$ cat src/rtl/core/cdq_pkg.sv
// cdq_pkg: shared types and codes for the circular deque.
// Used by cdq_cell and circular_deque; depends on nothing.
`timescale 1ns / 1ps
`default_nettype none

package cdq_pkg;

    localparam int WORD_W   = 32;
    localparam int MODE_W   = 3;
    localparam int STATUS_W = 2;

    // Input item modes
    localparam logic [MODE_W-1:0] MODE_PUSH_FRONT = 3'd0;
    localparam logic [MODE_W-1:0] MODE_PUSH_REAR  = 3'd1;
    localparam logic [MODE_W-1:0] MODE_POP_FRONT  = 3'd2;
    localparam logic [MODE_W-1:0] MODE_POP_REAR   = 3'd3;
    localparam logic [MODE_W-1:0] MODE_DUMP       = 3'd4;

    // Result status codes
    localparam logic [STATUS_W-1:0] STAT_OK    = 2'd0;
    localparam logic [STATUS_W-1:0] STAT_FULL  = 2'd1;
    localparam logic [STATUS_W-1:0] STAT_EMPTY = 2'd2;

    // Operation broadcast to every cell of the chain
    typedef enum logic [2:0] {
        CELL_HOLD = 3'd0,   // keep contents
        CELL_SHR  = 3'd1,   // shift towards rear, new word enters cell 0
        CELL_FILL = 3'd2,   // first empty cell takes the new word
        CELL_SHL  = 3'd3,   // shift towards front, cell 0 drops out
        CELL_DROP = 3'd4,   // tail cell goes empty
        CELL_ROT  = 3'd5    // shift towards front, cell 0 wraps to tail
    } cell_op_t;

    // What one cell shows its neighbours
    typedef struct packed {
        logic              valid;
        logic [WORD_W-1:0] data;
    } cell_link_t;

    // Top-level control states, one-hot
    typedef enum logic [1:0] {
        ST_IDLE = 2'b01,
        ST_DUMP = 2'b10
    } ctrl_state_t;

endpackage

`default_nettype wire

$ cat src/rtl/core/circular_deque.sv
// circular_deque: double-ended queue of DEPTH 32-bit words in a chain of cells.
// Push and pop: one item per cycle while the output is free, result in the cycle after acceptance.
// Dump of n stored words: n results, one per free output cycle,
// input held off meanwhile; dump of an empty store gives one result.
// Synchronous active-low reset empties the chain; stored words are not cleared.
`timescale 1ns / 1ps
`default_nettype none

module circular_deque
    import cdq_pkg::*;
#(
    parameter int DEPTH = 8
) (
    input  wire logic                       aclk,
    input  wire logic                       aresetn,
    // input items
    input  wire logic                       s_valid,
    output logic                            s_ready,
    input  wire logic [MODE_W-1:0]          s_mode,
    input  wire logic signed [WORD_W-1:0]   s_push_value,
    // result items
    output logic                            m_valid,
    input  wire logic                       m_ready,
    output logic [STATUS_W-1:0]             m_status,
    output logic signed [WORD_W-1:0]        m_data,
    output logic                            m_last
);

    // ------------------------------------------------------------------
    // The deque is kept front-aligned: cell 0 holds the front word and the
    // valid cells form an unbroken run from cell 0 to the tail cell.
    // Every operation is a single broadcast to all cells, each of which
    // only looks at its direct neighbours (plus cell 0 for rotation and the push word).
    // A dump rotates the chain once per result, so after n beats the
    // contents are back where they started.
    // ------------------------------------------------------------------

    cell_link_t        links     [DEPTH];
    cell_link_t        left_in   [DEPTH];
    cell_link_t        right_in  [DEPTH];
    logic [DEPTH-1:0]  tail_vec;
    logic [DEPTH-1:0]  valid_vec;
    cell_op_t          cell_op;

    genvar g;
    generate
        for (g = 0; g < DEPTH; g++) begin : g_cell
            if (g == 0) begin : g_head
                // a push at the front shifts the new word into cell 0
                assign left_in[g] = '{valid: 1'b1, data: s_push_value};
            end else begin : g_body
                assign left_in[g] = links[g-1];
            end
            if (g == DEPTH-1) begin : g_end
                assign right_in[g] = '{valid: 1'b0, data: '0};
            end else begin : g_mid
                assign right_in[g] = links[g+1];
            end

            cdq_cell u_cell (
                .aclk       (aclk),
                .aresetn    (aresetn),
                .op         (cell_op),
                .left_link  (left_in[g]),
                .right_link (right_in[g]),
                .head_data  (links[0].data),
                .push_data  (s_push_value),
                .self_link  (links[g]),
                .is_tail    (tail_vec[g])
            );

            assign valid_vec[g] = links[g].valid;
        end
    endgenerate

    logic store_empty;
    logic store_full;

    assign store_empty = !links[0].valid;
    assign store_full  = links[DEPTH-1].valid;

    // rear word: one-hot pick by the tail flags
    logic [WORD_W-1:0] rear_data;

    always_comb begin
        rear_data = '0;
        for (int i = 0; i < DEPTH; i++) begin
            rear_data = rear_data | (links[i].data & {WORD_W{tail_vec[i]}});
        end
    end

    // ------------------------------------------------------------------
    // Control
    // ------------------------------------------------------------------
    ctrl_state_t       state_reg;
    ctrl_state_t       state_next;
    logic [DEPTH-1:0]  token_reg;     // one-hot position of the dump beat
    logic [DEPTH-1:0]  token_next;

    logic                m_valid_reg;
    logic                m_valid_next;
    logic [STATUS_W-1:0] m_status_reg;
    logic [STATUS_W-1:0] m_status_next;
    logic [WORD_W-1:0]   m_data_reg;
    logic [WORD_W-1:0]   m_data_next;
    logic                m_last_reg;
    logic                m_last_next;

    logic out_free;
    logic accept;
    logic dump_last;

    assign out_free  = !m_valid_reg || m_ready;
    assign s_ready   = (state_reg == ST_IDLE) && out_free;
    assign accept    = s_valid && s_ready;
    assign dump_last = |(token_reg & tail_vec);

    always_comb begin
        state_next    = state_reg;
        token_next    = token_reg;
        cell_op       = CELL_HOLD;
        m_valid_next  = m_valid_reg && !m_ready;
        m_status_next = m_status_reg;
        m_data_next   = m_data_reg;
        m_last_next   = m_last_reg;

        case (state_reg)
            ST_IDLE: begin
                if (accept) begin
                    // every result from idle is a single, final one
                    m_status_next = STAT_OK;
                    m_data_next   = '0;
                    m_last_next   = 1'b1;
                    case (s_mode)
                        MODE_PUSH_FRONT, MODE_PUSH_REAR: begin
                            m_valid_next = 1'b1;
                            if (store_full) begin
                                m_status_next = STAT_FULL;
                            end else begin
                                cell_op = (s_mode == MODE_PUSH_FRONT) ? CELL_SHR
                                                                      : CELL_FILL;
                            end
                        end
                        MODE_POP_FRONT, MODE_POP_REAR: begin
                            m_valid_next = 1'b1;
                            if (store_empty) begin
                                m_status_next = STAT_EMPTY;
                            end else if (s_mode == MODE_POP_FRONT) begin
                                m_data_next = links[0].data;
                                cell_op     = CELL_SHL;
                            end else begin
                                m_data_next = rear_data;
                                cell_op     = CELL_DROP;
                            end
                        end
                        MODE_DUMP: begin
                            if (store_empty) begin
                                m_valid_next  = 1'b1;
                                m_status_next = STAT_EMPTY;
                            end else begin
                                state_next = ST_DUMP;
                                token_next = {{(DEPTH-1){1'b0}}, 1'b1};
                            end
                        end
                        default: begin
                            // unused modes: taken, no result
                        end
                    endcase
                end
            end
            ST_DUMP: begin
                if (out_free) begin
                    m_valid_next  = 1'b1;
                    m_status_next = STAT_OK;
                    m_data_next   = links[0].data;
                    m_last_next   = dump_last;
                    cell_op       = CELL_ROT;
                    token_next    = {token_reg[DEPTH-2:0], 1'b0};
                    if (dump_last) begin
                        state_next = ST_IDLE;
                    end
                end
            end
            default: begin
                state_next = ST_IDLE;
            end
        endcase
    end

    always_ff @(posedge aclk) begin
        if (!aresetn) begin
            state_reg   <= ST_IDLE;
            token_reg   <= '0;
            m_valid_reg <= 1'b0;
        end else begin
            state_reg   <= state_next;
            token_reg   <= token_next;
            m_valid_reg <= m_valid_next;
        end
    end

    always_ff @(posedge aclk) begin
        m_status_reg <= m_status_next;
        m_data_reg   <= m_data_next;
        m_last_reg   <= m_last_next;
    end

    assign m_valid  = m_valid_reg;
    assign m_status = m_status_reg;
    assign m_data   = m_data_reg;
    assign m_last   = m_last_reg;

    // ------------------------------------------------------------------
    // Assertions
    // ------------------------------------------------------------------

    // valid cells form one run from cell 0
    a_valid_run: assert property (@(posedge aclk) disable iff (!aresetn)
        $onehot({1'b0, valid_vec} + {{DEPTH{1'b0}}, 1'b1}))
        else $error("valid cells not contiguous from the front");

    // at most one tail cell
    a_one_tail: assert property (@(posedge aclk) disable iff (!aresetn)
        $onehot0(tail_vec))
        else $error("more than one tail cell");

    // dump beat position is always defined while dumping
    a_dump_token: assert property (@(posedge aclk) disable iff (!aresetn)
        state_reg == ST_DUMP |-> $onehot(token_reg))
        else $error("dump token lost");

    // push and pop items always give a result in the next cycle
    a_push_pop_result: assert property (@(posedge aclk) disable iff (!aresetn)
        accept && (s_mode == MODE_PUSH_FRONT || s_mode == MODE_PUSH_REAR ||
                   s_mode == MODE_POP_FRONT || s_mode == MODE_POP_REAR)
        |=> m_valid_reg)
        else $error("push or pop item without result");

endmodule

`default_nettype wire

$ cat src/rtl/core/cdq_cell.sv
// cdq_cell: one storage cell of the deque chain (a word plus its valid bit).
// Depends on cdq_pkg for the link struct and the cell operation codes.
`timescale 1ns / 1ps
`default_nettype none

module cdq_cell
    import cdq_pkg::*;
(
    input  wire logic              aclk,
    input  wire logic              aresetn,
    input  wire cell_op_t          op,
    input  wire cell_link_t        left_link,   // towards front
    input  wire cell_link_t        right_link,  // towards rear
    input  wire logic [WORD_W-1:0] head_data,   // cell 0 word, for rotation
    input  wire logic [WORD_W-1:0] push_data,
    output cell_link_t             self_link,
    output logic                   is_tail
);

    logic              valid_reg;
    logic              valid_next;
    logic [WORD_W-1:0] data_reg;
    logic [WORD_W-1:0] data_next;

    assign is_tail   = valid_reg && !right_link.valid;
    assign self_link = '{valid: valid_reg, data: data_reg};

    always_comb begin
        valid_next = valid_reg;
        data_next  = data_reg;
        case (op)
            CELL_HOLD: begin
            end
            CELL_SHR: begin
                valid_next = left_link.valid;
                data_next  = left_link.data;
            end
            CELL_FILL: begin
                if (!valid_reg && left_link.valid) begin
                    valid_next = 1'b1;
                    data_next  = push_data;
                end
            end
            CELL_SHL: begin
                valid_next = right_link.valid;
                data_next  = right_link.data;
            end
            CELL_DROP: begin
                if (is_tail) begin
                    valid_next = 1'b0;
                end
            end
            CELL_ROT: begin
                data_next = is_tail ? head_data : right_link.data;
            end
            default: begin
            end
        endcase
    end

    always_ff @(posedge aclk) begin
        if (!aresetn) begin
            valid_reg <= 1'b0;
        end else begin
            valid_reg <= valid_next;
        end
    end

    always_ff @(posedge aclk) begin
        data_reg <= data_next;
    end

endmodule

`default_nettype wire

$ cat config.mk
export PLATFORM = sky130hd
export DESIGN_NAME = circular_deque
export DESIGN_NICKNAME = d
export VERILOG_FILES = /design/src/rtl/core/cdq_pkg.sv /design/src/rtl/core/circular_deque.sv /design/src/rtl/core/cdq_cell.sv
export SDC_FILE = /design/constraint.sdc
export NUM_CORES = 1
export LEC_CHECK = 0
export ABC_AREA = 0
export BUFFER_PORTS_ARGS = -buffer_cell sky130_fd_sc_hd__buf_2
export CAP_MARGIN = 10
export CORE_ASPECT_RATIO = 1.25
export CORE_MARGIN = 1.5
export CORE_UTILIZATION = 40
export DETAILED_ROUTE_END_ITERATION = 8
export MAX_ROUTING_LAYER = met4
export SLEW_MARGIN = 20
export SYNTH_ARGS = -nofsm -noshare
export SYNTH_HDL_FRONTEND = slang
export SYNTH_SLANG_ARGS = --single-unit
$ cat constraint.sdc
create_clock -name aclk -period 3.86 [get_ports aclk]
set_input_delay 0.579 -clock aclk [delete_from_list [all_inputs] [get_ports aclk]]
set_output_delay 0.579 -clock aclk [all_outputs]
set_load 0.01 [all_outputs]
==> impl_metrics.json, run 1 <==
{
  "status": "finished, final reports clean",
  "synth-simple-area-share_pct": 5.63,
  "synth-edff-count": 291,
  "synth_fa_ha_area_share_pct": 0.126,
  "drt-initial-drc-count": 2260,
  "antenna_left": 0,
  "finalCritPeriodShare_pct": 84.6,
  "ir_drop_mv": 0.367,
  "gp_congestion": 0.855,
  "yosys.cell_types.count": 65,
  "dieWidth_um": 202,
  "worst_path_largest_cell_delay_ns": 0.84,
  "drc": 0,
  "drv_slew": 0,
  "crit_required_ns": 4.09,
  "fin_nets": 1694,
  "cts_setup_buffers": 0,
  "area_growth_pct": 10.7,
  "path_clk_slew_ns": 0.06,
  "synth_seq_cells": 310,
  "synth-compound-area-share_pct": 24.7,
  "postCtsHoldBufs": 0,
  "async_flop_share_pct": 0,
  "yosysTopAreaCell": "edfxtp_1",
  "htree_num_levels": 2,
  "initial_utilization_pct": 40.8,
  "synth_top_family_by_area": "compound AO/OA/AOI/OAI gates",
  "dieArea_um2": 50800,
  "grt_pass1_vias": 16032,
  "setup_violations": 0,
  "hold_viol": 0,
  "ys.warnings.count": 0,
  "synthMuxAreaShare_pct": 18.2,
  "layout-drive-gt1-share_pct": 14.1,
  "dp_cells": 2260,
  "leakagePower_nw": 7.75,
  "grt-ovfl-total": 0,
  "grt_setup_unrepaired": "false",
  "place_area_um2": 20800,
  "finalNonFillerCells": 2323,
  "cts-root-buf": "clkbuf_16",
  "syn-num-nets": 1759,
  "grt_max_degree": 151,
  "cts_resized": 0,
  "die_y_um": 252,
  "portBuffers": 75,
  "dr.pass1.iters": 7,
  "drv_cap": 0,
  "ys_top_cells_by_area": "edfxtp_1, mux2i_1, o221ai_1",
  "routed_wl_um": 68200,
  "rows": 90,
  "grt_pass1_wl_um": 103000,
  "syn_area_um2": 19800,
  "worst_path_max_delay_cell": "a21oi_4",
  "syn_inst": 1718,
  "syn_area_per_cell_um2": 11.5,
  "fin_crit_ns": 3.27,
  "cts.sinks": 310,
  "io_pins": 76,
  "largest_register_ffs": 256,
  "p_per_area_nw_per_um2": 537,
  "cts_max_path_buffers": 3,
  "grt_usage_pct": 26.9,
  "clock_latency_ns": 0.54,
  "synth_top_area_share_pct": 44.2,
  "path_cells": "ha_1 -> nand2_1 -> nor3_1 -> a21o_4 -> a31oi_2 -> a21oi_4 -> buf_4",
  "fin_skew_ns": 0.0178,
  "cts_buffers": 35,
  "synth_flop_cell": "edfxtp_1",
  "ys_seq_area_share_pct": 46.1,
  "clock.fmax_ghz": 0.306,
  "dp.final_hpwl_um": 36500,
  "antenna_found_initial": 3,
  "cts_tree": "done",
  "hold_class": "in -> reg",
  "viasPerCell": 7.15,
  "finalInstanceArea_um2": 21900,
  "setup.worst_path.start_class": "flip-flop",
  "dr_total_vias": 16619,
  "tightestPinTransition_ns": 1.15,
  "crit_type": "reg -> reg",
  "critPathArrivalTime_ns": 3.50,
  "critPathCaptureType": "flip-flop",
  "synth_xor_xnor_area_share_pct": 0,
  "slew-limit-headroom_pct": 23.0,
  "cp_max_fo": 18,
  "wl_per_cell_um": 29.4,
  "core_area_um2": 48500
}
[critical path, delay by kind of cell, from the launching register on]
kind	cells	cell delay, ns
buf+inv	1	0.37
flops	1	0.36
simple gates	2	0.57
compound gates	3	1.41
fa+ha+maj	1	0.24
[cell usage after synthesis, types with 15 or more instances]
master,count
a21oi_1,25
a221o_1,65
a222oi_1,32
a22o_1,32
a22oi_1,64
and3_1,33
buf_1,53
buf_2,55
buf_4,15
clkbuf_1,114
dfxtp_1,19
edfxtp_1,291
mux2_2,19
mux2i_1,322
nand2_1,52
nand3_1,41
nor3_1,35
o211ai_1,168
o221ai_1,160
[per-stage QoR]
stage	total power [mW]	hold slack (ns)	utilization (%)	worst slack, ns	TNS (ns)
global route	12.2	0.364	45.1	0.466	0
detailed placement	8.45	0.458	42.9	0.313	0
CTS	11.8	0.344	45.1	0.603	0
floorplan	7.20	0.432	-	-0.234	-39.94
global placement	8.38	0.444	42.9	0.380	0
finish	11.8	0.364	45.1	0.594	0
[area by class of cell]
cell class	count	area [um2]
Timing Repair Buffer	136	1010
Fill cell	4400	26600
Multi-Input combinational cell	1161	9850
Antenna cell	3	7.51
Sequential cell	310	9120
Tap cell	644	806
Clock inverter	11	97.6
Inverter	9	33.8
Clock buffer	49	981
[power breakdown]
| group | switching [mW] | internal (mW) |
|---|---|---|
| sequential | 0.531 | 4.59 |
| clock | 1.43 | 1.90 |
| combinational | 2.15 | 1.17 |
[routing by layer]
layer | track usage, % | up-vias | share of wire [%]
met5 | - | - | 0
met4 | 11.0 | 0 | 3.7
met3 | 3.42 | 168 | 9.0
met2 | 41.9 | 1050 | 47
met1 | 35.5 | 8309 | 40
li1 | - | 7092 | -
[path summary, 6_finish.rpt]
kind	slack, ns	cells after the start	end	start
hold reg to reg	0.47	2	token_reg[7]	token_reg[7]
setup / recovery	0.59	7	g_cell[5].u_cell.data_reg[22]	state_reg[0]
setup reg to reg	0.59	7	g_cell[5].u_cell.data_reg[22]	state_reg[0]
hold / removal	0.36	2	state_reg[0]	aresetn
[cells by family after synthesis]
| kind of cell | count (synthesis) |
|---|---|
| AOI/OAI and AO/OA | 591 |
| adders and majority gates | 2 |
| buffers and inverters | 247 |
| and+or+nand+nor | 213 |
| DFF | 310 |
| muxes | 355 |
[placed cells by master, fill, tap and decap left out, types with 5 or more instances in the layout]
master / n
a21oi_1: 16
a21oi_4: 10
a221o_1: 65
a222oi_1: 32
a22o_1: 32
a22oi_1: 64
and2_1: 5
and3_1: 32
buf_12: 14
buf_2: 75
buf_4: 47
clkbuf_1: 11
clkbuf_16: 37
clkinv_1: 6
dfxtp_1: 18
edfxtp_1: 291
inv_1: 9
mux2_1: 14
mux2_2: 19
mux2i_1: 322
nand2_1: 51
nand3_1: 41
nand4_1: 5
nor2_1: 6
nor2b_4: 7
nor3_1: 35
o211ai_1: 168
o21ai_0: 7
o221ai_1: 160
o31ai_1: 5
No activity file was read; power rests on OpenSTA's default activity.
==> inputs of run 2 (changes only) <==
Clock period 3.86 ns to 3 ns, I/O delays scaled along.
==> run 2 against run 1 <==
Net effect:
- combinational power is 39% higher
- hold slack got worse by 0.11 ns
- via count is 0.39% higher
- setup slack got worse by 0.39 ns
==> impl_metrics.json, run 2 (synthesis results as in run 1) <==
{
  "core_area_um2": 48500,
  "cts-root-buf": "clkbuf_16",
  "fin_skew_ns": 0.0159,
  "status": "finished, final reports clean",
  "cp_max_fo": 30,
  "clock.fmax_ghz": 0.357,
  "postCtsHoldBufs": 0,
  "area_growth_pct": 14.0,
  "drc": 0,
  "pre_cts_ws_ns": 0.0383,
  "wl_per_cell_um": 29.3,
  "gp_congestion": 0.869,
  "grt_setup_unrepaired": "false",
  "critPathArrivalTime_ns": 3.00,
  "grt_max_degree": 161,
  "slew-limit-headroom_pct": 22.4,
  "hold_viol": 0,
  "p_per_area_nw_per_um2": 678,
  "crit_type": "reg -> reg",
  "clock_latency_ns": 0.53,
  "tightestPinTransition_ns": 1.16,
  "hold_class": "in -> reg",
  "dieWidth_um": 202,
  "cts_max_path_buffers": 3,
  "fin_nets": 1732,
  "setup_violations": 0,
  "cts_buffers": 36,
  "cts.sinks": 310,
  "die_y_um": 252,
  "dr_total_vias": 16683,
  "drv_cap": 0,
  "leakagePower_nw": 8.05,
  "ir_drop_mv": 0.461,
  "critPathCaptureType": "flip-flop",
  "fin_crit_ns": 2.80,
  "path_clk_slew_ns": 0.06,
  "antenna_left": 0,
  "largest_register_ffs": 256,
  "grt_pass1_vias": 16470,
  "cts_setup_buffers": 0,
  "portBuffers": 75,
  "final_common_cell": "mux2i_1",
  "setup.worst_path.start_class": "flip-flop",
  "cts_tree": "done",
  "final_cell_mix": "mux2i_1, edfxtp_1, o211ai_1",
  "initial_utilization_pct": 40.8,
  "drv_slew": 0,
  "dp.final_hpwl_um": 39000,
  "finalCritPeriodShare_pct": 93.3,
  "viasPerCell": 7.08,
  "fin_ws_ns": 0.202,
  "reg2reg_depth": 6,
  "htree_num_levels": 2,
  "grt_pass1_wl_um": 105000,
  "io_pins": 76,
  "grt_usage_pct": 27.6,
  "fillers": 4366,
  "cts_resized": 0,
  "antenna_found_initial": 3,
  "crit_required_ns": 3.20,
  "grt-ovfl-total": 0,
  "utilization_pct": 46.5,
  "rows": 90,
  "routed_wl_um": 69000,
  "drt-initial-drc-count": 2128,
  "tns_ns": 0,
  "layout-drive-gt1-share_pct": 16.0,
  "dieArea_um2": 50800,
  "dr.pass1.iters": 7,
  "min_path_cells": 2,
  "hold_slack_ns": 0.250
}
[run 2: cell types whose count changed in the layout (fill, tap and decap cells not counted)]
cell / previous run / this run
clkinvlp_4: 0 / 1
buf_12: 14 / 46
a31oi_2: 1 / 0
diode_2: 3 / 1
o31ai_2: 0 / 1
bufinv_16: 2 / 1
clkbuf_8: 1 / 0
o31ai_1: 5 / 4
buf_4: 47 / 52
nand2_8: 0 / 1
a31oi_4: 1 / 2
nand2_4: 2 / 1
clkbuf_1: 11 / 9
[run 2: through the flow]
stage	cells	total power, mW	instance area (um2)
global route	2355	15.9	22600
finish	2355	15.3	22600
floorplan	1718	9.28	19900
CTS	2354	15.3	22600
global placement	2297	11.1	21500
detailed placement	2297	11.2	21500
[run 2: metal layers]
metal  vias up  global-route usage, %  wire length [um]
met5         -                      -                 0
met4         0                   12.8              3070
met3       230                   3.77              6020
met2       963                   42.9             32500
met1      8317                   35.7             27500
li1       7173                      -                 -
[run 2: critical path, stage by stage, from the launching register on]
cell	delay [ns]
dfxtp_4	0.35
or3b_4	0.42
a2111o_1	0.58
nor2_4	0.36
a31oi_4	0.19
a21oi_4	0.25
buf_12	0.29
[run 2: layout make-up]
cell class              count  area, um2  share of cell area, %
multi-input cells        1161       9870                   43.8
flip-flops and latches    310       9120                   40.4
repair buffers            173       1690                   7.48
clock buffers              46        960                   4.25
well taps                 644        806                   3.57
clock inverters            11       75.1                  0.333
inverters                   9       33.8                  0.150
diodes                      1       2.50                 0.0111
[run 2: final timing paths]
check	from	slack, ns	end
min	aresetn	0.25	state_reg[0]
min reg2reg	token_reg[7]	0.46	token_reg[7]
max	g_cell[7].u_cell.valid_reg	0.20	g_cell[6].u_cell.data_reg[9]
max reg2reg	g_cell[7].u_cell.valid_reg	0.20	g_cell[6].u_cell.data_reg[9]
[run 2: report_power, final]
| part | internal (mW) | total (mW) | switching, mW | leakage, nW |
|---|---|---|---|---|
| logic | 1.76 | 4.61 | 2.85 | 4.72 |
| clock network | 2.32 | 4.13 | 1.81 | 0.502 |
| registers | 5.90 | 6.55 | 0.658 | 2.83 |
